[src/hdl/hex_spiral_walker_macros.svh]
// ----------------------------------------------------------------------------
// hex spiral walker assertion macros
// Concurrent assertion helpers, compiled out when SYNTH is defined.
// ----------------------------------------------------------------------------
`ifndef HEX_SPIRAL_WALKER_MACROS_SVH
`define HEX_SPIRAL_WALKER_MACROS_SVH

`ifndef SYNTH

// same-cycle implication, disabled during reset
`define HSW_ASSERT_SAME(label, clk, rst_n, ante, cons) \
    label: assert property (@(posedge clk) disable iff (!(rst_n)) (ante) |-> (cons)) \
        else $error("hsw assertion failed");

// next-cycle implication, disabled during reset
`define HSW_ASSERT_NEXT(label, clk, rst_n, ante, cons) \
    label: assert property (@(posedge clk) disable iff (!(rst_n)) (ante) |=> (cons)) \
        else $error("hsw assertion failed");

`else

`define HSW_ASSERT_SAME(label, clk, rst_n, ante, cons)
`define HSW_ASSERT_NEXT(label, clk, rst_n, ante, cons)

`endif

`endif

[src/hdl/hsw_pkg.sv]
// ----------------------------------------------------------------------------
// hsw_pkg
// Shared types and constants of the hex spiral walker.
// ----------------------------------------------------------------------------
package hsw_pkg;

    // default signed width of row and column
    localparam int POS_BITS_DEF = 10;

    // configuration register indexes
    localparam int CFG_IDX_BITS = 2;
    localparam logic [CFG_IDX_BITS-1:0] CFG_WRAP_DISABLED = 2'd0;
    localparam logic [CFG_IDX_BITS-1:0] CFG_LAST_COL      = 2'd1;
    localparam logic [CFG_IDX_BITS-1:0] CFG_LAST_ROW      = 2'd2;
    localparam int CFG_DATA_BITS = 8;

    // configuration reset values
    localparam logic [7:0] LAST_COL_RESET = 8'h6B;
    localparam logic [7:0] LAST_ROW_RESET = 8'h3B;

    // request types
    localparam logic REQ_LOAD    = 1'b0;
    localparam logic REQ_ADVANCE = 1'b1;

    // hex directions, odd rows shifted half a hex east
    localparam logic [2:0] DIR_NE = 3'd0;
    localparam logic [2:0] DIR_E  = 3'd1;
    localparam logic [2:0] DIR_SE = 3'd2;
    localparam logic [2:0] DIR_SW = 3'd3;
    localparam logic [2:0] DIR_W  = 3'd4;
    localparam logic [2:0] DIR_NW = 3'd5;

    // ring counter ceiling
    localparam logic [7:0] RING_MAX = 8'hFF;

    // tile index width and the off-grid code
    localparam int TILE_BITS = 17;
    localparam logic [TILE_BITS-1:0] TILE_NONE = {TILE_BITS{1'b1}};

    // grid configuration
    typedef struct packed {
        logic       wrap_disabled;
        logic [7:0] last_col;
        logic [7:0] last_row;
    } cfg_t;

endpackage

[src/hdl/hsw_hex_move.sv]
// ----------------------------------------------------------------------------
// hsw_hex_move
// One hex step on the offset-row grid with wrap and saturation.
// ----------------------------------------------------------------------------
module hsw_hex_move #(
    parameter int POS_BITS = hsw_pkg::POS_BITS_DEF
) (
    input  hsw_pkg::cfg_t               cfg,
    input  logic [2:0]                  dir,
    input  logic signed [POS_BITS-1:0]  row_in,
    input  logic signed [POS_BITS-1:0]  col_in,
    output logic signed [POS_BITS-1:0]  row_out,
    output logic signed [POS_BITS-1:0]  col_out
);
    import hsw_pkg::*;

    localparam int W = POS_BITS + 2;
    localparam logic signed [W-1:0] POS_MAX = {3'b000, {(POS_BITS-1){1'b1}}};
    localparam logic signed [W-1:0] POS_MIN = {3'b111, {(POS_BITS-1){1'b0}}};
    localparam logic signed [W-1:0] ONE     = {{(W-1){1'b0}}, 1'b1};
    localparam logic signed [W-1:0] ZERO    = '0;

    function automatic logic signed [POS_BITS-1:0] sat(input logic signed [W-1:0] v);
        logic signed [POS_BITS-1:0] r;
        if (v > POS_MAX) begin
            r = POS_MAX[POS_BITS-1:0];
        end else if (v < POS_MIN) begin
            r = POS_MIN[POS_BITS-1:0];
        end else begin
            r = v[POS_BITS-1:0];
        end
        return r;
    endfunction

    logic signed [W-1:0] col_w;
    logic signed [W-1:0] row_w;
    logic signed [W-1:0] lc_w;
    logic signed [W-1:0] cand;
    logic                odd;
    logic                go_west;
    logic                go_east;
    logic                row_move_en;

    // column move with wrap or escape, then row move
    always_comb begin
        col_w       = {{2{col_in[POS_BITS-1]}}, col_in};
        row_w       = {{2{row_in[POS_BITS-1]}}, row_in};
        lc_w        = {{(W-8){1'b0}}, cfg.last_col};
        odd         = row_in[0];
        go_west     = (dir == DIR_W) || ((dir > DIR_SE) && !odd);
        go_east     = (dir == DIR_E) || ((dir < DIR_SW) && odd);
        cand        = col_w;
        row_move_en = 1'b1;
        if (go_west) begin
            cand = col_w - ONE;
            if (cand[W-1]) begin
                if (cfg.wrap_disabled) begin
                    row_move_en = 1'b0;
                end else begin
                    cand = lc_w;
                end
            end
        end else if (go_east) begin
            cand = col_w + ONE;
            if (cand > lc_w) begin
                if (cfg.wrap_disabled) begin
                    row_move_en = 1'b0;
                end else begin
                    cand = ZERO;
                end
            end
        end
        col_out = sat(cand);

        row_out = row_in;
        if (row_move_en && ((dir == DIR_NE) || (dir == DIR_NW))) begin
            row_out = sat(row_w - ONE);
        end else if (row_move_en && ((dir == DIR_SE) || (dir == DIR_SW))) begin
            row_out = sat(row_w + ONE);
        end
    end

endmodule

[src/hdl/hsw_step.sv]
// ----------------------------------------------------------------------------
// hsw_step
// Next walk state for one item: load, or advance with turn and ring growth.
// ----------------------------------------------------------------------------
module hsw_step #(
    parameter int POS_BITS = hsw_pkg::POS_BITS_DEF
) (
    input  hsw_pkg::cfg_t               cfg,
    input  logic                        req_type,
    input  logic signed [POS_BITS-1:0]  load_row,
    input  logic signed [POS_BITS-1:0]  load_col,
    input  logic [7:0]                  load_ring,
    input  logic [2:0]                  load_direction,
    input  logic [7:0]                  load_step,
    input  logic signed [POS_BITS-1:0]  row,
    input  logic signed [POS_BITS-1:0]  col,
    input  logic [7:0]                  ring,
    input  logic [2:0]                  direction,
    input  logic [7:0]                  step,
    output logic signed [POS_BITS-1:0]  row_next,
    output logic signed [POS_BITS-1:0]  col_next,
    output logic [7:0]                  ring_next,
    output logic [2:0]                  direction_next,
    output logic [7:0]                  step_next
);
    import hsw_pkg::*;

    logic [8:0]                 step_inc;
    logic [3:0]                 dir_inc;
    logic                       turn;
    logic                       new_ring;
    logic [7:0]                 adv_ring;
    logic [2:0]                 adv_dir;
    logic [7:0]                 adv_step;
    logic signed [POS_BITS-1:0] west_row;
    logic signed [POS_BITS-1:0] west_col;
    logic signed [POS_BITS-1:0] mid_row;
    logic signed [POS_BITS-1:0] mid_col;
    logic signed [POS_BITS-1:0] adv_row;
    logic signed [POS_BITS-1:0] adv_col;

    // step count, turn at the end of a side, next ring after the last side
    always_comb begin
        step_inc = {1'b0, step} + 9'd1;
        dir_inc  = {1'b0, direction} + 4'd1;
        turn     = ({1'b0, ring} <= step_inc);
        new_ring = turn && (dir_inc > {1'b0, DIR_NW});
        adv_ring = ring;
        adv_dir  = direction;
        adv_step = step_inc[7:0];
        if (turn) begin
            adv_step = '0;
            adv_dir  = dir_inc[2:0];
            if (new_ring) begin
                adv_dir = DIR_NE;
                if (ring != RING_MAX) begin
                    adv_ring = ring + 8'd1;
                end
            end
        end
    end

    // extra west step that opens a new ring
    hsw_hex_move #(.POS_BITS(POS_BITS)) u_west_move (
        .cfg     (cfg),
        .dir     (DIR_W),
        .row_in  (row),
        .col_in  (col),
        .row_out (west_row),
        .col_out (west_col)
    );

    assign mid_row = new_ring ? west_row : row;
    assign mid_col = new_ring ? west_col : col;

    // regular step in the current direction
    hsw_hex_move #(.POS_BITS(POS_BITS)) u_dir_move (
        .cfg     (cfg),
        .dir     (adv_dir),
        .row_in  (mid_row),
        .col_in  (mid_col),
        .row_out (adv_row),
        .col_out (adv_col)
    );

    // load takes the given state as is
    always_comb begin
        if (req_type == REQ_LOAD) begin
            row_next       = load_row;
            col_next       = load_col;
            ring_next      = load_ring;
            direction_next = load_direction;
            step_next      = load_step;
        end else begin
            row_next       = adv_row;
            col_next       = adv_col;
            ring_next      = adv_ring;
            direction_next = adv_dir;
            step_next      = adv_step;
        end
    end

endmodule

[src/hdl/hsw_tile.sv]
// ----------------------------------------------------------------------------
// hsw_tile
// Tile index of a grid position, or the off-grid code.
// ----------------------------------------------------------------------------
module hsw_tile #(
    parameter int POS_BITS = hsw_pkg::POS_BITS_DEF
) (
    input  hsw_pkg::cfg_t                        cfg,
    input  logic signed [POS_BITS-1:0]           row,
    input  logic signed [POS_BITS-1:0]           col,
    output logic [hsw_pkg::TILE_BITS-1:0]        tile_index
);
    import hsw_pkg::*;

    logic                 in_grid;
    logic [TILE_BITS-1:0] width;
    logic [TILE_BITS-1:0] product;

    // bounds check against the grid
    always_comb begin
        in_grid = !row[POS_BITS-1] && !col[POS_BITS-1]
            && ({1'b0, row} <= {{(POS_BITS-7){1'b0}}, cfg.last_row})
            && ({1'b0, col} <= {{(POS_BITS-7){1'b0}}, cfg.last_col});
    end

    // row times grid width plus column, row and column fit in 8 bits here
    always_comb begin
        width   = {{(TILE_BITS-8){1'b0}}, cfg.last_col} + {{(TILE_BITS-1){1'b0}}, 1'b1};
        product = {{(TILE_BITS-8){1'b0}}, row[7:0]} * width;
        if (in_grid) begin
            tile_index = product + {{(TILE_BITS-8){1'b0}}, col[7:0]};
        end else begin
            tile_index = TILE_NONE;
        end
    end

endmodule

[src/hdl/hex_spiral_walker.sv]
// ----------------------------------------------------------------------------
// hex_spiral_walker
// Outward hex spiral walk on an offset-row grid, one item per clock unless stalled.
// ----------------------------------------------------------------------------
// The walker takes one item every clock while the output is not stalled and
// returns one result per item. The first stage computes the next walk state
// (turn, ring growth, the ring-opening west step and the directional step)
// from the walk state registers and writes them back, so consecutive advance
// items chain through that register update. The second stage forms the tile
// index with a small multiply into the output register. Both stages hold under
// backpressure; with both stages full, m_ready low drops s_ready in the same
// cycle, while a stall with only the output stage full is absorbed by stage one.
module hex_spiral_walker #(
    parameter int POS_BITS = hsw_pkg::POS_BITS_DEF
) (
    input  logic                                  aclk,
    input  logic                                  aresetn,
    // configuration write port
    input  logic                                  cfg_wr_en,
    input  logic [hsw_pkg::CFG_IDX_BITS-1:0]      cfg_index,
    input  logic [hsw_pkg::CFG_DATA_BITS-1:0]     cfg_wr_data,
    // input channel
    input  logic                                  s_valid,
    output logic                                  s_ready,
    input  logic                                  s_req_type,
    input  logic signed [POS_BITS-1:0]            s_load_row,
    input  logic signed [POS_BITS-1:0]            s_load_col,
    input  logic [7:0]                            s_load_ring,
    input  logic [2:0]                            s_load_direction,
    input  logic [7:0]                            s_load_step,
    // result channel
    output logic                                  m_valid,
    input  logic                                  m_ready,
    output logic signed [POS_BITS-1:0]            m_cur_row,
    output logic signed [POS_BITS-1:0]            m_cur_col,
    output logic [7:0]                            m_cur_ring,
    output logic [2:0]                            m_cur_direction,
    output logic [7:0]                            m_cur_step,
    output logic signed [hsw_pkg::TILE_BITS-1:0]  m_tile_index
);
    import hsw_pkg::*;

`include "hex_spiral_walker_macros.svh"

    cfg_t                       cfg_reg;

    logic signed [POS_BITS-1:0] walk_row_reg;
    logic signed [POS_BITS-1:0] walk_col_reg;
    logic [7:0]                 walk_ring_reg;
    logic [2:0]                 walk_direction_reg;
    logic [7:0]                 walk_step_reg;
    logic                       s1_valid_reg;

    logic signed [POS_BITS-1:0] walk_row_next;
    logic signed [POS_BITS-1:0] walk_col_next;
    logic [7:0]                 walk_ring_next;
    logic [2:0]                 walk_direction_next;
    logic [7:0]                 walk_step_next;

    logic signed [POS_BITS-1:0] m_row_reg;
    logic signed [POS_BITS-1:0] m_col_reg;
    logic [7:0]                 m_ring_reg;
    logic [2:0]                 m_direction_reg;
    logic [7:0]                 m_step_reg;
    logic [TILE_BITS-1:0]       m_tile_reg;
    logic                       m_valid_reg;

    logic [TILE_BITS-1:0]       tile_next;
    logic                       s_xfer;
    logic                       s1_adv;

    // configuration registers
    always_ff @(posedge aclk) begin
        if (!aresetn) begin
            cfg_reg.wrap_disabled <= 1'b0;
            cfg_reg.last_col      <= LAST_COL_RESET;
            cfg_reg.last_row      <= LAST_ROW_RESET;
        end else if (cfg_wr_en) begin
            unique case (cfg_index)
                CFG_WRAP_DISABLED: cfg_reg.wrap_disabled <= cfg_wr_data[0];
                CFG_LAST_COL:      cfg_reg.last_col      <= cfg_wr_data[7:0];
                CFG_LAST_ROW:      cfg_reg.last_row      <= cfg_wr_data[7:0];
                default:           ;
            endcase
        end
    end

    // pipeline handshake
    assign s1_adv  = s1_valid_reg && (!m_valid_reg || m_ready);
    assign s_ready = !s1_valid_reg || s1_adv;
    assign s_xfer  = s_valid && s_ready;

    // next walk state
    hsw_step #(.POS_BITS(POS_BITS)) u_step (
        .cfg            (cfg_reg),
        .req_type       (s_req_type),
        .load_row       (s_load_row),
        .load_col       (s_load_col),
        .load_ring      (s_load_ring),
        .load_direction (s_load_direction),
        .load_step      (s_load_step),
        .row            (walk_row_reg),
        .col            (walk_col_reg),
        .ring           (walk_ring_reg),
        .direction      (walk_direction_reg),
        .step           (walk_step_reg),
        .row_next       (walk_row_next),
        .col_next       (walk_col_next),
        .ring_next      (walk_ring_next),
        .direction_next (walk_direction_next),
        .step_next      (walk_step_next)
    );

    // stage one: walk state doubles as the stage register
    always_ff @(posedge aclk) begin
        if (!aresetn) begin
            walk_row_reg       <= '0;
            walk_col_reg       <= '0;
            walk_ring_reg      <= '0;
            walk_direction_reg <= '0;
            walk_step_reg      <= '0;
            s1_valid_reg       <= 1'b0;
        end else begin
            if (s_xfer) begin
                walk_row_reg       <= walk_row_next;
                walk_col_reg       <= walk_col_next;
                walk_ring_reg      <= walk_ring_next;
                walk_direction_reg <= walk_direction_next;
                walk_step_reg      <= walk_step_next;
                s1_valid_reg       <= 1'b1;
            end else if (s1_adv) begin
                s1_valid_reg       <= 1'b0;
            end
        end
    end

    // tile index of the stage one position
    hsw_tile #(.POS_BITS(POS_BITS)) u_tile (
        .cfg        (cfg_reg),
        .row        (walk_row_reg),
        .col        (walk_col_reg),
        .tile_index (tile_next)
    );

    // stage two: result register
    always_ff @(posedge aclk) begin
        if (!aresetn) begin
            m_valid_reg <= 1'b0;
        end else if (s1_adv) begin
            m_valid_reg <= 1'b1;
        end else if (m_ready) begin
            m_valid_reg <= 1'b0;
        end
    end

    always_ff @(posedge aclk) begin
        if (s1_adv) begin
            m_row_reg       <= walk_row_reg;
            m_col_reg       <= walk_col_reg;
            m_ring_reg      <= walk_ring_reg;
            m_direction_reg <= walk_direction_reg;
            m_step_reg      <= walk_step_reg;
            m_tile_reg      <= tile_next;
        end
    end

    assign m_valid         = m_valid_reg;
    assign m_cur_row       = m_row_reg;
    assign m_cur_col       = m_col_reg;
    assign m_cur_ring      = m_ring_reg;
    assign m_cur_direction = m_direction_reg;
    assign m_cur_step      = m_step_reg;
    assign m_tile_index    = m_tile_reg;

    // checks
    `HSW_ASSERT_SAME(a_stall_blocks_input, aclk, aresetn,
        s1_valid_reg && m_valid_reg && !m_ready, !s_ready)
    `HSW_ASSERT_NEXT(a_stage_moves_to_output, aclk, aresetn, s1_adv, m_valid_reg)
    `HSW_ASSERT_NEXT(a_load_takes_row, aclk, aresetn,
        s_xfer && (s_req_type == REQ_LOAD), walk_row_reg == $past(s_load_row))
    `HSW_ASSERT_NEXT(a_advance_step_count, aclk, aresetn,
        s_xfer && (s_req_type == REQ_ADVANCE),
        (walk_step_reg == 8'd0) || (walk_step_reg == $past(walk_step_reg) + 8'd1))
    `HSW_ASSERT_SAME(a_tile_range, aclk, aresetn,
        m_valid_reg, (m_tile_reg == TILE_NONE) || !m_tile_reg[TILE_BITS-1])

endmodule
[config.mk]
export PLATFORM = sky130hd
export DESIGN_NAME = hex_spiral_walker
export DESIGN_NICKNAME = d
export VERILOG_FILES = /design/src/hdl/hsw_pkg.sv /design/src/hdl/hsw_hex_move.sv /design/src/hdl/hsw_step.sv /design/src/hdl/hsw_tile.sv /design/src/hdl/hex_spiral_walker.sv
export VERILOG_INCLUDE_DIRS = /design/src /design/src/hdl
export SDC_FILE = /design/constraint.sdc
export NUM_CORES = 1
export LEC_CHECK = 0
export ABC_CLOCK_PERIOD_IN_PS = 9100
export BUFFER_PORTS_ARGS = -buffer_cell sky130_fd_sc_hd__buf_2
export CAP_MARGIN = 20
export CORE_MARGIN = 1.5
export CORE_UTILIZATION = 54
export CTS_CLUSTER_SIZE = 28
export DETAILED_ROUTE_END_ITERATION = 10
export PLACE_DENSITY_LB_ADDON = 0.05
export SETUP_SLACK_MARGIN = 0.5
export SLEW_MARGIN = 20
export SYNTH_ARGS = -nofsm -noshare
export SYNTH_HDL_FRONTEND = slang
export SYNTH_HIERARCHICAL = 1
export SYNTH_SLANG_ARGS = --single-unit
[constraint.sdc]
create_clock -name aclk -period 9.1 [get_ports aclk]
set_input_delay 0.455 -clock aclk [delete_from_list [all_inputs] [get_ports aclk]]
set_output_delay 0.455 -clock aclk [all_outputs]
set_load 0.005 [all_outputs]
== Word-level counts from Yosys, hierarchy flattened ==
Index checks and enable logic that the tools add are counted.
Operators by class
  add/sub/neg operators: 10
  reduce and logical (&&, ||, !) cells: 30
  equal/unequal tests: 12
  order comparisons: 15
  multiplexer cells: 39
  $mul: 1
Operators with widths (count)
  2-to-1 mux 10 bit: 13
  2-to-1 mux 12 bit: 8
  2-to-1 mux 8 bit: 6
  subtractor 10 x 2 -> 11 bit, second input constant: 3
  greater-than comparator 12 x 10 -> 1 bit, second input constant: 2
  < comparator 12 x 10 -> 1 bit, second input constant: 2
  adder 10 x 2 -> 11 bit, second input constant: 2
  greater-than comparator 11 x 10 -> 1 bit, second input constant: 2
  < comparator 11 x 10 -> 1 bit, second input constant: 2
  <= comparator 10 x 8 -> 1 bit: 2
  adder 8 x 1 -> 9 bit, second input constant: 2
  adder 17 x 8 -> 17 bit: 1
  multiplier 8 x 17 -> 17 bit: 1
  greater-than comparator 11 x 9 -> 1 bit: 1
  logical AND 1 bit: 10
  <= comparator 8 x 9 -> 1 bit: 1
  2-to-1 mux 1 bit: 9
  2-to-1 mux 3 bit: 3
  adder 8 x 1 -> 8 bit, second input constant: 1
  != test 8 bit, second input constant: 1
  AND reduction 2 bit: 4
  equality test 3 x 2 -> 1 bit, second input constant: 2
  equality test 3 bit, second input constant: 2
  logical OR 1 bit: 6
  14 further kinds: 21
Word-level totals
  logic and storage cells: 123
  register bits after elaboration: 114
  output and inout port bits: 58

== Depth between registers and ports, before layout ==
Gate-level depths: netlist of the first run.
  depth after elaboration: 16
  mapped depth: 34
  gate-level depth less buffers: 30

== Cells and area by module ==
The synthesis of the first run kept the hierarchy.
Modules (own cells, without submodules)
  hex_spiral_walker: area an instance 3950.0 um^2, cells an instance 310, times used 1
  hsw_tile: area an instance 3328.2 um^2, cells an instance 417, times used 1
  hsw_hex_move (u_step.u_west_move): area an instance 2011.9 um^2, cells an instance 304, times used 1
  hsw_hex_move (u_step.u_dir_move): area an instance 1935.6 um^2, cells an instance 321, times used 1
  hsw_step: area an instance 1486.4 um^2, cells an instance 182, times used 1

== Worst setup path before layout of the first run ==
OpenSTA, ideal clock, no wires.
  kind: register to register
  from: reg walk_step_reg[0]
  to: reg walk_col_reg[2]
  required time: 8.979 ns
  clock period less this slack: 5.559 ns
  buffers on the path: 4
  data arrival time: 5.438 ns
  cell stages (with the launch flop): 30
  path slack: 3.541 ns
  library setup time: 0.121 ns
  path through: dfxtp_1 -> ha_1 -> nand3_2 -> nor2_1 -> xnor2_1 -> ha_1 -> nand3_1 -> or3_1 -> o211ai_4 -> and2_1 -> buf_6 -> buf_12 -> mux2_4 -> clkbuf_1 -> nand2_1 -> or2_2 -> clkbuf_1 -> xnor2_1 -> ha_1 -> nand4_1 -> a21oi_1 -> nor2_1 -> o22ai_1 -> nand3b_1 -> a21o_1 -> a221oi_1 -> o31ai_1 -> mux2_2 -> nand2_1 -> mux2i_1
Between the ends
  elaborated cells between the ends (all ways): 28
  classes of those cells: 3 x add/sub; 6 x order compare; 2 x eq/ne; 12 x mux; 5 x reduce/logical
RTL lines
  from (decl): RTL line hex_spiral_walker.sv:51  | logic [7:0] walk_step_reg;
  from (signal assigned): RTL line hex_spiral_walker.sv:129  | walk_step_reg <= walk_step_next;
  adder 8 x 1 -> 9 bit (*): RTL line hsw_step.sv:44  | step_inc = {1'b0, step} + 9'd1;
  <= comparator 8 x 9 -> 1 bit (*): RTL line hsw_step.sv:46  | turn = ({1'b0, ring} <= step_inc);
  logical AND 1 bit (*): RTL line hsw_step.sv:47  | new_ring = turn && (dir_inc > {1'b0, DIR_NW});
  2-to-1 mux 10 bit (*): RTL line hsw_step.sv:74  | assign mid_col = new_ring ? west_col : col;
  via u_step.mid_col[2]: RTL line hsw_step.sv:38  | logic signed [POS_BITS-1:0] mid_col;
  adder 10 x 2 -> 11 bit: RTL line hsw_hex_move.sv:64  | cand = col_w + ONE;
  greater-than comparator 11 x 9 -> 1 bit or 2-to-1 mux 12 bit (tied branches): RTL line hsw_hex_move.sv:65, hsw_hex_move.sv:66
  2-to-1 mux 12 bit: RTL line hsw_hex_move.sv:65  | if (cand > lc_w) begin
  2-to-1 mux 12 bit: RTL line hsw_hex_move.sv:63  | end else if (go_east) begin
  2-to-1 mux 12 bit (*): RTL line hsw_hex_move.sv:54  | if (go_west) begin
  < comparator 12 x 10 -> 1 bit: RTL line hsw_hex_move.sv:27  | end else if (v < POS_MIN) begin
  2-to-1 mux 10 bit: RTL line hsw_hex_move.sv:27
  2-to-1 mux 10 bit (*): RTL line hsw_hex_move.sv:25  | if (v > POS_MAX) begin
  via u_step.adv_col[2]: RTL line hsw_step.sv:40  | logic signed [POS_BITS-1:0] adv_col;
  2-to-1 mux 10 bit (*): RTL line hsw_step.sv:88  | if (req_type == REQ_LOAD) begin
  via walk_col_next[2]: RTL line hex_spiral_walker.sv:55  | logic signed [POS_BITS-1:0] walk_col_next;
  to (signal assigned): RTL line hex_spiral_walker.sv:126  | walk_col_reg <= walk_col_next;
  to (decl): RTL line hex_spiral_walker.sv:48  | logic signed [POS_BITS-1:0] walk_col_reg;
Mark *: on every way through the listed nets, which the timed path passes. The rest lies on a longest branch.
A chain may end at the register's enable or synchronous reset.

== Worst setup path after layout of the first run ==
  from: reg walk_step_reg[0]
  to: reg walk_row_reg[3]
Between the ends
  cells in the longest elaborated chain, start to end: 13
  elaborated cells between the ends (all ways): 33
  classes of those cells: 3 x add/sub; 4 x order compare; 6 x eq/ne; 9 x mux; 11 x reduce/logical
Ends and longest elaborated chain
  adder 8 x 1 -> 9 bit (*): RTL line hsw_step.sv:44
  <= comparator 8 x 9 -> 1 bit (*): RTL line hsw_step.sv:46
  branches (longest 8 deep; another with adder 10 x 2 -> 11 bit)
  logical AND 1 bit (*): RTL line hsw_hex_move.sv:76  | if (row_move_en && ((dir == DIR_NE) || (dir == DIR_NW))) begin
  2-to-1 mux 10 bit (*): RTL line hsw_hex_move.sv:76
  via u_step.adv_row[3]: RTL line hsw_step.sv:39  | logic signed [POS_BITS-1:0] adv_row;
  2-to-1 mux 10 bit (*): RTL line hsw_step.sv:88
  via walk_row_next[3]: RTL line hex_spiral_walker.sv:54  | logic signed [POS_BITS-1:0] walk_row_next;
  to (signal assigned): RTL line hex_spiral_walker.sv:125  | walk_row_reg <= walk_row_next;
  to (decl): RTL line hex_spiral_walker.sv:47  | logic signed [POS_BITS-1:0] walk_row_reg;
Mark *: on every way through the listed nets, which the timed path passes.

==> results of run 1 <==
[worst register-to-register path: cells and delay by family, from the launching register on]
kind / cells / cell delay [ps]
compound gates: 7 / 2330
simple gates: 8 / 2010
fa+ha+maj: 3 / 870
mux: 3 / 750
flops: 1 / 460
buf+inv: 1 / 370
xor+xnor: 1 / 160
[metrics by stage]
stage,area (um^2),power (W),setup WS [ps]
final,14000,0.00277,2080
after global routing,14000,0.00298,1750
after CTS,14000,0.00276,2170
after detailed placement,13400,0.00208,2230
after global placement,13400,0.00206,2370
after floorplan,12800,0.00176,3540
[power breakdown]
group | total [W] | leakage, nW | internal (W) | switching (W)
Sequential | 0.000680 | 1.01 | 0.000613 | 0.0000678
Combinational | 0.00141 | 4.90 | 0.000582 | 0.000833
Clock | 0.000671 | 0.276 | 0.000403 | 0.000268
Total | 0.00277 | 6.19 | 0.00160 | 0.00117
[layout make-up]
| type | count | area, um^2 |
|---|---|---|
| multi-input cells | 1212 | 8940 |
| fillers | 2079 | 8880 |
| flip-flops and latches | 114 | 2840 |
| repair buffers | 131 | 703 |
| inverters | 140 | 526 |
| clock buffers | 19 | 433 |
| well taps | 313 | 392 |
| clock inverters | 13 | 136 |
[worst max-delay path by stage]
stage,start,end,slack (ps),depth (start not counted)
after CTS,walk_step_reg[0],walk_row_reg[8],2170,26
after global placement,walk_step_reg[0],walk_row_reg[8],2370,26
after floorplan,walk_step_reg[0],walk_col_reg[2],3540,29
after detailed placement,walk_step_reg[0],walk_row_reg[3],2230,23
after global routing,walk_step_reg[0],walk_row_reg[3],1750,23
final,walk_step_reg[0],walk_row_reg[3],2080,23
[placed cells by master, fill, tap and decap left out, types with 10 or more instances in the layout]
cell and count:
dfxtp_1 58, clkbuf_16 17, mux2_4 18, nor3_1 26
mux2_2 26, o21ai_0 62, fa_1 50, a21oi_1 64
or3_1 10, nand2b_1 23, o211ai_1 10, nand3b_1 13
o31ai_1 16, and3_1 12, nand3_1 54, and2_1 47
xnor2_1 37, edfxtp_1 56, ha_1 95, nor2_1 80
conb_1 16, a211oi_1 11, nor4_1 14, o22ai_1 15
buf_2 112, nand2_1 230, nand4_1 13, buf_4 19
mux2i_1 51, xor2_1 16, a21o_1 12, nor2b_1 13
a31oi_1 17, inv_1 138
[metal layers]
| layer | share of wire (%) | global-route usage [%] |
|---|---|---|
| met5 | 0 | 0 |
| met3 | 5.7 | 3.93 |
| met4 | 1.7 | 7.44 |
| met1 | 46 | 39.6 |
| met2 | 46 | 46.4 |
[logic make-up after synthesis]
kind of cell    Yosys count  share of synthesized area (%)
buf+inv                 222                           7.88
xor+xnor                 53                           3.65
mux                      95                           8.44
fa+ha+maj               148                           17.5
compound gates          300                           16.2
simple gates            600                           24.0
flops                   114                           22.4
other cells               2                         0.0591
==> impl_summary.log, run 1 <==
INFO  metric cp-start-kind = flop
INFO  metric yosys.area.top_type_share = 13.2%
INFO  metric layout-area-overhead-vs-synth = 9.90%
INFO  metric timing_worst_slew_pin_value = 1130 ps
INFO  metric post_synth_num_cell_types = 110
INFO  metric clock_latency = 420 ps
INFO  metric drv.max_cap_violation_count = 0
INFO  metric design.core.area = 22,800 um^2
INFO  metric r2r_slack = 2080 ps
INFO  metric p_leak = 6.19 nW
INFO  metric synth_most_common_cell = nand2_1
INFO  metric syn_inst = 1,534
INFO  metric fp-row-count = 55
INFO  metric grt_max_degree = 98
INFO  metric grt_pass1_vias = 10.5k
INFO  metric root_buffer = clkbuf_16
INFO  metric fin_tns_setup = 0 ps
INFO  metric route.antenna.remaining_nets = 0
INFO  metric hold_path_depth = 3
INFO  metric max-vdd-ir-drop = 0.000111 V
INFO  metric ys_seq_area_share = 22.4%
INFO  metric critical_path_peak_fanout = 18
INFO  metric cts_resized = 0
INFO  metric critical_path_arrival = 7370 ps
INFO  metric synth_top_cell_by_area = edfxtp_1
INFO  metric io-pin-count = 113
INFO  metric synth_async_sr_flop_share = 0%
INFO  metric finalHoldViolations = 0
INFO  metric vias_per_cell = 5.89
INFO  metric tritoncts.num_buffers = 17
INFO  metric timing.rr.start = walk_step_reg[0]
INFO  metric worst_clock_skew = 12.1 ps
INFO  metric starting_utilization_of_the_core_area = 55.6%
INFO  metric ys_top_cells_by_count = 230 x nand2_1, 138 x inv_1, 95 x ha_1
INFO  metric grt_antenna_before_repair = 1
INFO  metric stage_delay_of_the_slowest_cell_on_the_critical_path = 960 ps
INFO  metric die_height = 156 um
INFO  metric outcome = complete, no violations
INFO  metric finalHoldWorstSlack = 275 ps
INFO  metric max-clock-path-buffers = 2
INFO  metric critical_path.endpoint_type = flop
INFO  metric classification_of_the_worst_setup_path = flop to flop
INFO  metric final_cell_count_no_fill = 1,942
INFO  metric grt-ovfl-total = 0
INFO  metric power_per_cell_area = 198 nW/um^2
INFO  metric worst_hold_path_type = input pin to flop
INFO  metric synth-seq-cells = 114
INFO  metric timing.final.max_slew_violations = 0
INFO  metric drt_pass1_iterations = 5
INFO  metric routed_wirelength = 34,400 um
INFO  metric drt-initial-drc-count = 841
INFO  metric via_count = 11.4k
INFO  metric yosys-top-cells-area = edfxtp_1 13%, ha_1 9.4%, dfxtp_1 9.1%, fa_1 7.9%, nand2_1 6.8%
INFO  metric worstRegToRegCells = 23
INFO  metric finalWorstPathRequiredPeriod = 7020 ps
INFO  metric syn-cell-area = 12,700 um^2
INFO  metric ys.warnings.count = 6
INFO  metric synth_edf_count = 56
INFO  metric globalRouteTotalUtil = 28.5%
INFO  metric die_area = 24,500 um^2
INFO  metric tritoncts_clock_tree = yes
INFO  metric route.detailed.wl_per_inst = 17.7 um
INFO  metric cts_sinks = 114
INFO  metric required = 9450 ps
INFO  metric worst_path_dominant_cell_family = compound AO/OA/AOI/OAI gates
INFO  metric number_of_diodes_added_for_antenna_fixing = 0
INFO  metric finalNetCount = 1,816
INFO  metric min_to = cfg_reg[9]
INFO  metric synth_area_per_cell = 8.29 um^2
INFO  metric cts-hold-fix-buffers = 0
INFO  metric worstPathCellList = ha_1, nand3_2, nor2_1, xnor2_1, ha_1, nand3_1, o221ai_1, o211ai_4, and2_1, buf_4, mux2_4, ha_1, and3_1, o211ai_1, a311oi_1, or4_1, a222oi_1, nor2b_2, a21o_1, o22ai_1, mux2_2, nand2_1, mux2i_1
INFO  metric port_buffers = 112
INFO  metric setup_violations = 0
INFO  metric fmax = 143 MHz
INFO  metric grt_setup_unrepaired = no
INFO  metric drive_above_1_share = 15.6%
INFO  metric gpl.final_weighted_congestion = 0.905
INFO  metric dp_hpwl = 24,700 um
INFO  metric crit_top_cell = ha_1
INFO  metric hp-start = cfg_wr_data[1]
INFO  metric die_width = 156 um
INFO  metric grt_first_pass_wirelength = 55,100 um
INFO  metric postCtsSetupRepairBufs = 0
INFO  metric critical_path.slowest_cell = a222oi_1
INFO  metric layout.core_utilization = 61.2%
INFO  metric clkSlewWorstSetupHoldPaths = 60 ps
INFO  metric post-route-period-util = 77.1%
INFO  metric most_common_flop_cell_mapped_by_yosys = dfxtp_1
INFO  metric r2r-end = walk_row_reg[3]
INFO  metric dp.cells = 1,910
INFO  metric drcViolationCount = 0
INFO  metric cts.htree.levels = 4
INFO  metric worst-path-buf-inv = 1
INFO  metric relSlewSlack = 25.0%
(Power assumes the default switching activity.)
==> run 2: changes to the inputs <==
--- a/config.mk
+++ b/config.mk
@@ -6,7 +6,7 @@
 export SDC_FILE = /design/constraint.sdc
 export NUM_CORES = 1
 export LEC_CHECK = 0
-export ABC_CLOCK_PERIOD_IN_PS = 9100
+export ABC_CLOCK_PERIOD_IN_PS = 6050
 export BUFFER_PORTS_ARGS = -buffer_cell sky130_fd_sc_hd__buf_2
 export CAP_MARGIN = 20
 export CORE_MARGIN = 1.5
==> constraint.sdc (replaced) <==
create_clock -name aclk -period 6.05 [get_ports aclk]
set_input_delay 0.3025 -clock aclk [delete_from_list [all_inputs] [get_ports aclk]]
set_output_delay 0.3025 -clock aclk [all_outputs]
set_load 0.005 [all_outputs]
==> run 2 against run 1 <==
Compared with the run above: hold slack lost 160 ps; design area grew 6.2%; power grew 60%; sequential share of layout area shrank 1.0 points; via count grew 1.8%; critical path depth grew 2; clock skew grew 0.85 ps; highest routed layer unchanged.
==> impl_summary.log, run 2 (same netlist as run 1, synthesis figures left out) <==
INFO  metric outcome = complete, no violations
INFO  metric power_per_cell_area = 299 nW/um^2 (+51%)
INFO  metric hold_path_depth = 3 (unchanged)
INFO  metric fmax = 186 MHz (+31%)
INFO  metric drive_above_1_share = 21.6% (+6.0 points)
INFO  metric drt-initial-drc-count = 910 (+8.2%)
INFO  metric grt_setup_unrepaired = yes
INFO  metric worst_hold_path_type = input pin to flop
INFO  metric critical_path_arrival = 5630 ps (-1740 ps)
INFO  metric design.core.area = 22,800 um^2 (unchanged)
INFO  metric classification_of_the_worst_setup_path = flop to flop
INFO  metric route.antenna.remaining_nets = 0 (unchanged)
INFO  metric globalRouteTotalUtil = 29.2% (+0.74 points)
INFO  metric cts.htree.levels = 4 (unchanged)
INFO  metric finalNetCount = 1,873 (+3.1%)
INFO  metric most-common-layout-cells = 227 x nand2_1, 138 x inv_1, 112 x buf_2
INFO  metric layout-area-overhead-vs-synth = 16.7%
INFO  metric multi_input_area = 9260 um^2 (+3.6%)
INFO  metric worstRegToRegCells = 25 (+8.7%)
INFO  metric worst_clock_skew = 12.9 ps (+0.853 ps)
INFO  metric starting_utilization_of_the_core_area = 55.6% (unchanged)
INFO  metric mostFrequentLayoutCell = nand2_1
INFO  metric drcViolationCount = 0 (unchanged)
INFO  metric required = 6320 ps (-3130 ps)
INFO  metric fp-row-count = 55 (unchanged)
INFO  metric port_buffers = 112 (unchanged)
INFO  metric root_buffer = clkbuf_16
INFO  metric cts_sinks = 114 (unchanged)
INFO  metric grt-ovfl-total = 0 (unchanged)
INFO  metric drt_pass1_iterations = 5 (unchanged)
INFO  metric io-pin-count = 113 (unchanged)
INFO  metric critical_path.endpoint_type = flop
INFO  metric finalHoldViolations = 0 (unchanged)
INFO  metric die_area = 24,500 um^2 (unchanged)
INFO  metric tritoncts_clock_tree = yes
INFO  metric cp-start-kind = flop
INFO  metric grt_first_pass_wirelength = 56,900 um (+3.3%)
INFO  metric grt_pass1_vias = 11.1k (+5.4%)
INFO  metric grt_antenna_before_repair = 0 (-1)
INFO  metric timing_worst_slew_pin_value = 929 ps (-197 ps)
INFO  metric finalPower = 0.00443 W (+60%)
INFO  metric seqCellArea = 2860 um^2 (+0.70%)
INFO  metric vias_per_cell = 5.83 (-1.1%)
INFO  metric die_height = 156 um (unchanged)
INFO  metric drv.max_cap_violation_count = 0 (unchanged)
INFO  metric max-vdd-ir-drop = 0.000176 V (+58%)
INFO  metric number_of_diodes_added_for_antenna_fixing = 0 (unchanged)
INFO  metric dp_hpwl = 25,600 um (+3.6%)
INFO  metric routed_wirelength = 35,400 um (+2.8%)
INFO  metric route.detailed.wl_per_inst = 17.7 um (-0.12%)
INFO  metric post-route-period-util = 88.7% (+12 points)
INFO  metric num-fill-cells = 1,984 (-4.6%)
INFO  metric max-clock-path-buffers = 2 (unchanged)
INFO  metric gpl.final_weighted_congestion = 0.972 (+7.5%)
INFO  metric grt_max_degree = 98 (unchanged)
INFO  metric tritoncts.num_buffers = 17 (unchanged)
INFO  metric die_width = 156 um (unchanged)
INFO  metric fin_tns_setup = 0 ps (unchanged)
INFO  metric finalWorstPathRequiredPeriod = 5360 ps (-1650 ps)
INFO  metric p_leak = 6.60 nW (+6.8%)
INFO  metric timing.final.max_slew_violations = 0 (unchanged)
INFO  metric via_count = 11.6k (+1.8%)
INFO  metric finalHoldWorstSlack = 114 ps (-161 ps)
INFO  metric setup_violations = 0 (unchanged)
INFO  metric critical_path_peak_fanout = 8 (-10)
INFO  metric relSlewSlack = 38.1% (+13 points)
INFO  metric clock_latency = 420 ps (about the same)
INFO  metric clkSlewWorstSetupHoldPaths = 60 ps (about the same)
[run 2: critical path, stage by stage, from the launching register on]
cell and delay [ps]:
dfxtp_4 360, or3_4 410, or4_4 460, nor4_4 160
xnor2_1 140, nor3_1 60, a211o_2 390, maj3_1 360
mux2_4 310, nand2_2 80, nor2_1 60, and3_1 210
xor2_2 170, ha_1 230, a211oi_2 210, o21ai_1 120
nor2_2 140, o22ai_4 130, a21oi_2 220, buf_12 140
o311ai_0 130, o22ai_1 160, o221ai_1 130, mux2_2 280
nand2_1 50, mux2i_1 80
[run 2: stage by stage]
| step | std cells | utilization, % | worst slack (ps) | area [um^2] |
|---|---|---|---|---|
| final | 1999 | 64.9 | 686 | 14800 |
| after global routing | 1999 | 64.9 | 416 | 14800 |
| after CTS | 1982 | 63.1 | 528 | 14400 |
| after detailed placement | 1946 | 59.9 | -83.4 | 13700 |
| after global placement | 1946 | 59.9 | 89.2 | 13700 |
| after floorplan | 1548 | - | 552 | 12800 |
[run 2: report_power, final]
| group | switching (W) | leakage, nW | internal (W) |
|---|---|---|---|
| clock | 0.000402 | 0.310 | 0.000700 |
| sequential | 0.0000813 | 1.01 | 0.000923 |
| combinational | 0.00133 | 5.28 | 0.000995 |
[run 2: area by class of cell]
type	count	share of cell area (%)
flip-flops and latches	114	19.3
clock buffers	21	3.26
well taps	313	2.64
multi-input cells	1212	62.4
clock inverters	11	1.00
inverters	140	3.54
repair buffers	188	7.81
[run 2: final timing paths]
kind / endpoint / slack [ps] / startpoint
min: cfg_reg[1] / 110 / cfg_wr_data[1]
max reg2reg: walk_row_reg[8] / 690 / walk_col_reg[1]
max: walk_row_reg[8] / 690 / walk_col_reg[1]
min reg2reg: m_cur_step[1] / 480 / walk_step_reg[1]
[run 2: routing by layer]
layer | GRT usage, % | vias up | routed length [um]
met2 | 49.8 | 413 | 17000
met3 | 4.15 | 77 | 1880
li1 | - | 5652 | -
met4 | 9.66 | 0 | 918
met1 | 38.0 | 5506 | 15600
met5 | 0 | - | 0
[run 2: what timing repair did]
| action | 4_1_cts | 5_1_grt |
|---|---|---|
| setup endpoints to repair | 21 | 21 |
| setup buffers | 4 | 17 |
| hold buffers | 0 | 0 |
| gates resized for setup | 20 | 63 |
| pin swaps | 4 | 14 |
==> run 3: changes to the inputs <==
--- a/config.mk
+++ b/config.mk
@@ -7,13 +7,14 @@
 export NUM_CORES = 1
 export LEC_CHECK = 0
 export ABC_CLOCK_PERIOD_IN_PS = 6050
-export BUFFER_PORTS_ARGS = -buffer_cell sky130_fd_sc_hd__buf_2
 export CAP_MARGIN = 20
 export CORE_MARGIN = 1.5
 export CORE_UTILIZATION = 54
 export CTS_CLUSTER_SIZE = 28
 export DETAILED_ROUTE_END_ITERATION = 10
+export DONT_BUFFER_PORTS = 1
 export PLACE_DENSITY_LB_ADDON = 0.05
+export RECOVER_POWER = 25
 export SETUP_SLACK_MARGIN = 0.5
 export SLEW_MARGIN = 20
 export SYNTH_ARGS = -nofsm -noshare
==> run 3 against run 2 <==
Compared with the run above: utilization fell by 3.1 points; via count down 2.5%; design area shrank 4.8%; combinational power hardly changed; global-route usage hardly changed; register-to-register slack got worse by 160 ps; hold slack got worse by 100 ps; sequential power about the same; wire length grew 0.95%; setup slack lost 160 ps; power shrank 3.3%; critical path type unchanged; largest cell class unchanged; highest routed layer unchanged.
==> impl_summary.log, run 3 (same netlist as run 1, synthesis figures left out) <==
INFO  metric outcome = complete, no violations
INFO  metric drt-initial-drc-count = 870 (-4.4%)
INFO  metric relSlewSlack = 36.3% (-1.8 points)
INFO  metric num-fill-cells = 2,084 (+5.0%)
INFO  metric grt_pass1_vias = 10.8k (-2.6%)
INFO  metric globalRouteTotalUtil = 29.2% (about the same)
INFO  metric cp-start-kind = flop
INFO  metric cts_sinks = 114 (unchanged)
INFO  metric grt_first_pass_wirelength = 56,700 um (-0.36%)
INFO  metric finalNetCount = 1,761 (-6.0%)
INFO  metric drive_above_1_share = 14.4% (-7.2 points)
INFO  metric grt_setup_unrepaired = yes
INFO  metric finalHoldWorstSlack = 11.6 ps (-102 ps)
INFO  metric most-common-layout-cells = 229 x nand2_1, 138 x inv_1, 89 x ha_1
INFO  metric gpl.final_weighted_congestion = 0.959 (-1.4%)
INFO  metric finalPower = 0.00428 W (-3.3%)
INFO  metric post-route-worst-setup-slack = 524 ps (-162 ps)
INFO  metric layout-area-overhead-vs-synth = 11.1%
INFO  metric number_of_diodes_added_for_antenna_fixing = 0 (unchanged)
INFO  metric worst_clock_skew = 9.78 ps (-3.15 ps)
INFO  metric die_height = 156 um (unchanged)
INFO  metric port_buffers = 0 (-100%)
INFO  metric route.antenna.remaining_nets = 0 (unchanged)
INFO  metric starting_utilization_of_the_core_area = 55.6% (unchanged)
INFO  metric worst_hold_path_type = input pin to flop
INFO  metric die_area = 24,500 um^2 (unchanged)
INFO  metric grt-ovfl-total = 0 (unchanged)
INFO  metric drcViolationCount = 0 (unchanged)
INFO  metric die_width = 156 um (unchanged)
INFO  metric mostFrequentLayoutCell = nand2_1
INFO  metric drv.max_cap_violation_count = 0 (unchanged)
INFO  metric drt_pass1_iterations = 6 (+1)
INFO  metric detailedPlace.worstSlack = -24.8 ps (+58.5 ps)
INFO  metric max-clock-path-buffers = 2 (unchanged)
INFO  metric hold_path_depth = 2 (-1)
INFO  metric design.core.area = 22,800 um^2 (unchanged)
INFO  metric timing.final.max_slew_violations = 0 (unchanged)
INFO  metric finalWorstPathRequiredPeriod = 5530 ps (+162 ps)
INFO  metric timing_worst_slew_pin_value = 956 ps (+26.5 ps)
INFO  metric layout.core_utilization = 61.8% (-3.1 points)
INFO  metric classification_of_the_worst_setup_path = flop to flop
INFO  metric fmax = 181 MHz (-2.9%)
INFO  metric power_per_cell_area = 303 nW/um^2 (+1.5%)
INFO  metric clkSlewWorstSetupHoldPaths = 60 ps (about the same)
INFO  metric grt_antenna_before_repair = 0 (unchanged)
INFO  metric critical_path_peak_fanout = 9 (+1)
INFO  metric tritoncts.num_buffers = 17 (unchanged)
INFO  metric dp.cells = 1,827 (-6.1%)
INFO  metric fp-row-count = 55 (unchanged)
INFO  metric grt_max_degree = 88 (-10%)
INFO  metric critical_path_arrival = 5860 ps (+230 ps)
INFO  metric route.detailed.wl_per_inst = 18.9 um (+6.9%)
INFO  metric tritoncts_clock_tree = yes
INFO  metric required = 6390 ps (+70 ps)
INFO  metric setup_violations = 0 (unchanged)
INFO  metric finalHoldViolations = 0 (unchanged)
INFO  metric clock_latency = 430 ps (about the same)
INFO  metric max-vdd-ir-drop = 0.000175 V (-0.61%)
INFO  metric vias_per_cell = 6.02 (+3.3%)
INFO  metric worstRegToRegCells = 25 (unchanged)
INFO  metric io-pin-count = 113 (unchanged)
INFO  metric dp_hpwl = 25,600 um (+0.16%)
INFO  metric cts.htree.levels = 4 (unchanged)
INFO  metric root_buffer = clkbuf_16
INFO  metric post-route-period-util = 91.3% (+2.7 points)
INFO  metric critical_path.endpoint_type = flop
INFO  metric p_leak = 6.02 nW (-8.8%)
INFO  metric routed_wirelength = 35,800 um (+0.95%)
INFO  metric final_cell_count_no_fill = 1,887 (-5.6%)
INFO  metric via_count = 11.4k (-2.5%)
run 3: cell count changes in the layout (fill, tap and decap cells not counted), moves of 4 or more:
cell / change
buf_2: -112
dfxtp_1: +7
inv_6: +5
clkinvlp_4: +4
dfxtp_2: -4
clkbuf_1: +15
buf_4: -20
run 3: path summary, 6_finish.rpt:
path | startpoint | end | slack [ps]
worst max-delay path | walk_col_reg[3] | walk_row_reg[6] | 520
worst min-delay path | cfg_wr_data[0] | cfg_reg[0] | 10
worst max register to register | walk_col_reg[3] | walk_row_reg[6] | 520
worst min register to register | cfg_reg[1] | cfg_reg[1] | 470
run 3: through the flow:
step | instance area [um^2] | TNS [ps]
floorplan | 12800 | 0
global placement | 13100 | 0
detailed placement | 13100 | -25.4
CTS | 13800 | 0
global route | 14100 | 0
finish | 14100 | 0
run 3: where the power goes:
group          switching, W  internal (W)  leakage (nW)
combinational       0.00133      0.000977          4.76
sequential        0.0000898      0.000923          1.01
clock              0.000426      0.000534         0.259
run 3: area by class of cell:
| type | instances | area (um^2) | share of cell area, % |
|---|---|---|---|
| clock buffer | 17 | 425 | 3.01 |
| clock inverter | 15 | 123 | 0.868 |
| inverter | 140 | 526 | 3.72 |
| multi-input combinational | 1212 | 9260 | 65.5 |
| sequential | 114 | 2850 | 20.2 |
| tap | 313 | 392 | 2.77 |
| timing repair buffer | 76 | 557 | 3.94 |
run 3: critical path, stage by stage, from the launching register on:
cell and delay, ps:
dfxtp_1 340, clkbuf_1 300, or4_4 600, nor4_4 240, xnor2_1 150, nor3_1 80
a211o_2 400, maj3_1 360, mux2_4 310, nand2_1 120, nor2_1 70, and3_1 190
xor2_1 160, ha_2 210, a211oi_2 180, o21ai_1 110, nor2_2 140, o22ai_4 110
buf_12 170, a21bo_4 250, nor2_1 300, a21oi_1 140, nand3_1 120, mux2_2 180
nand2_1 60, mux2i_1 150
run 3: per-layer routing:
metal,GRT usage [%],part of all wire [%],routed length [um]
met1,39.1,45,16100
met2,48.6,47,17000
met4,9.84,2.7,979
met3,3.90,4.9,1750
met5,0,0,0
run 3: timing repair:
action                                  CTS  global route
setup buffers                             3            23
endpoints found under the setup margin   21            20
hold buffers                              2             0
resized for setup                        25            57
hold endpoints to repair                 11             0
pin swaps                                 5            15
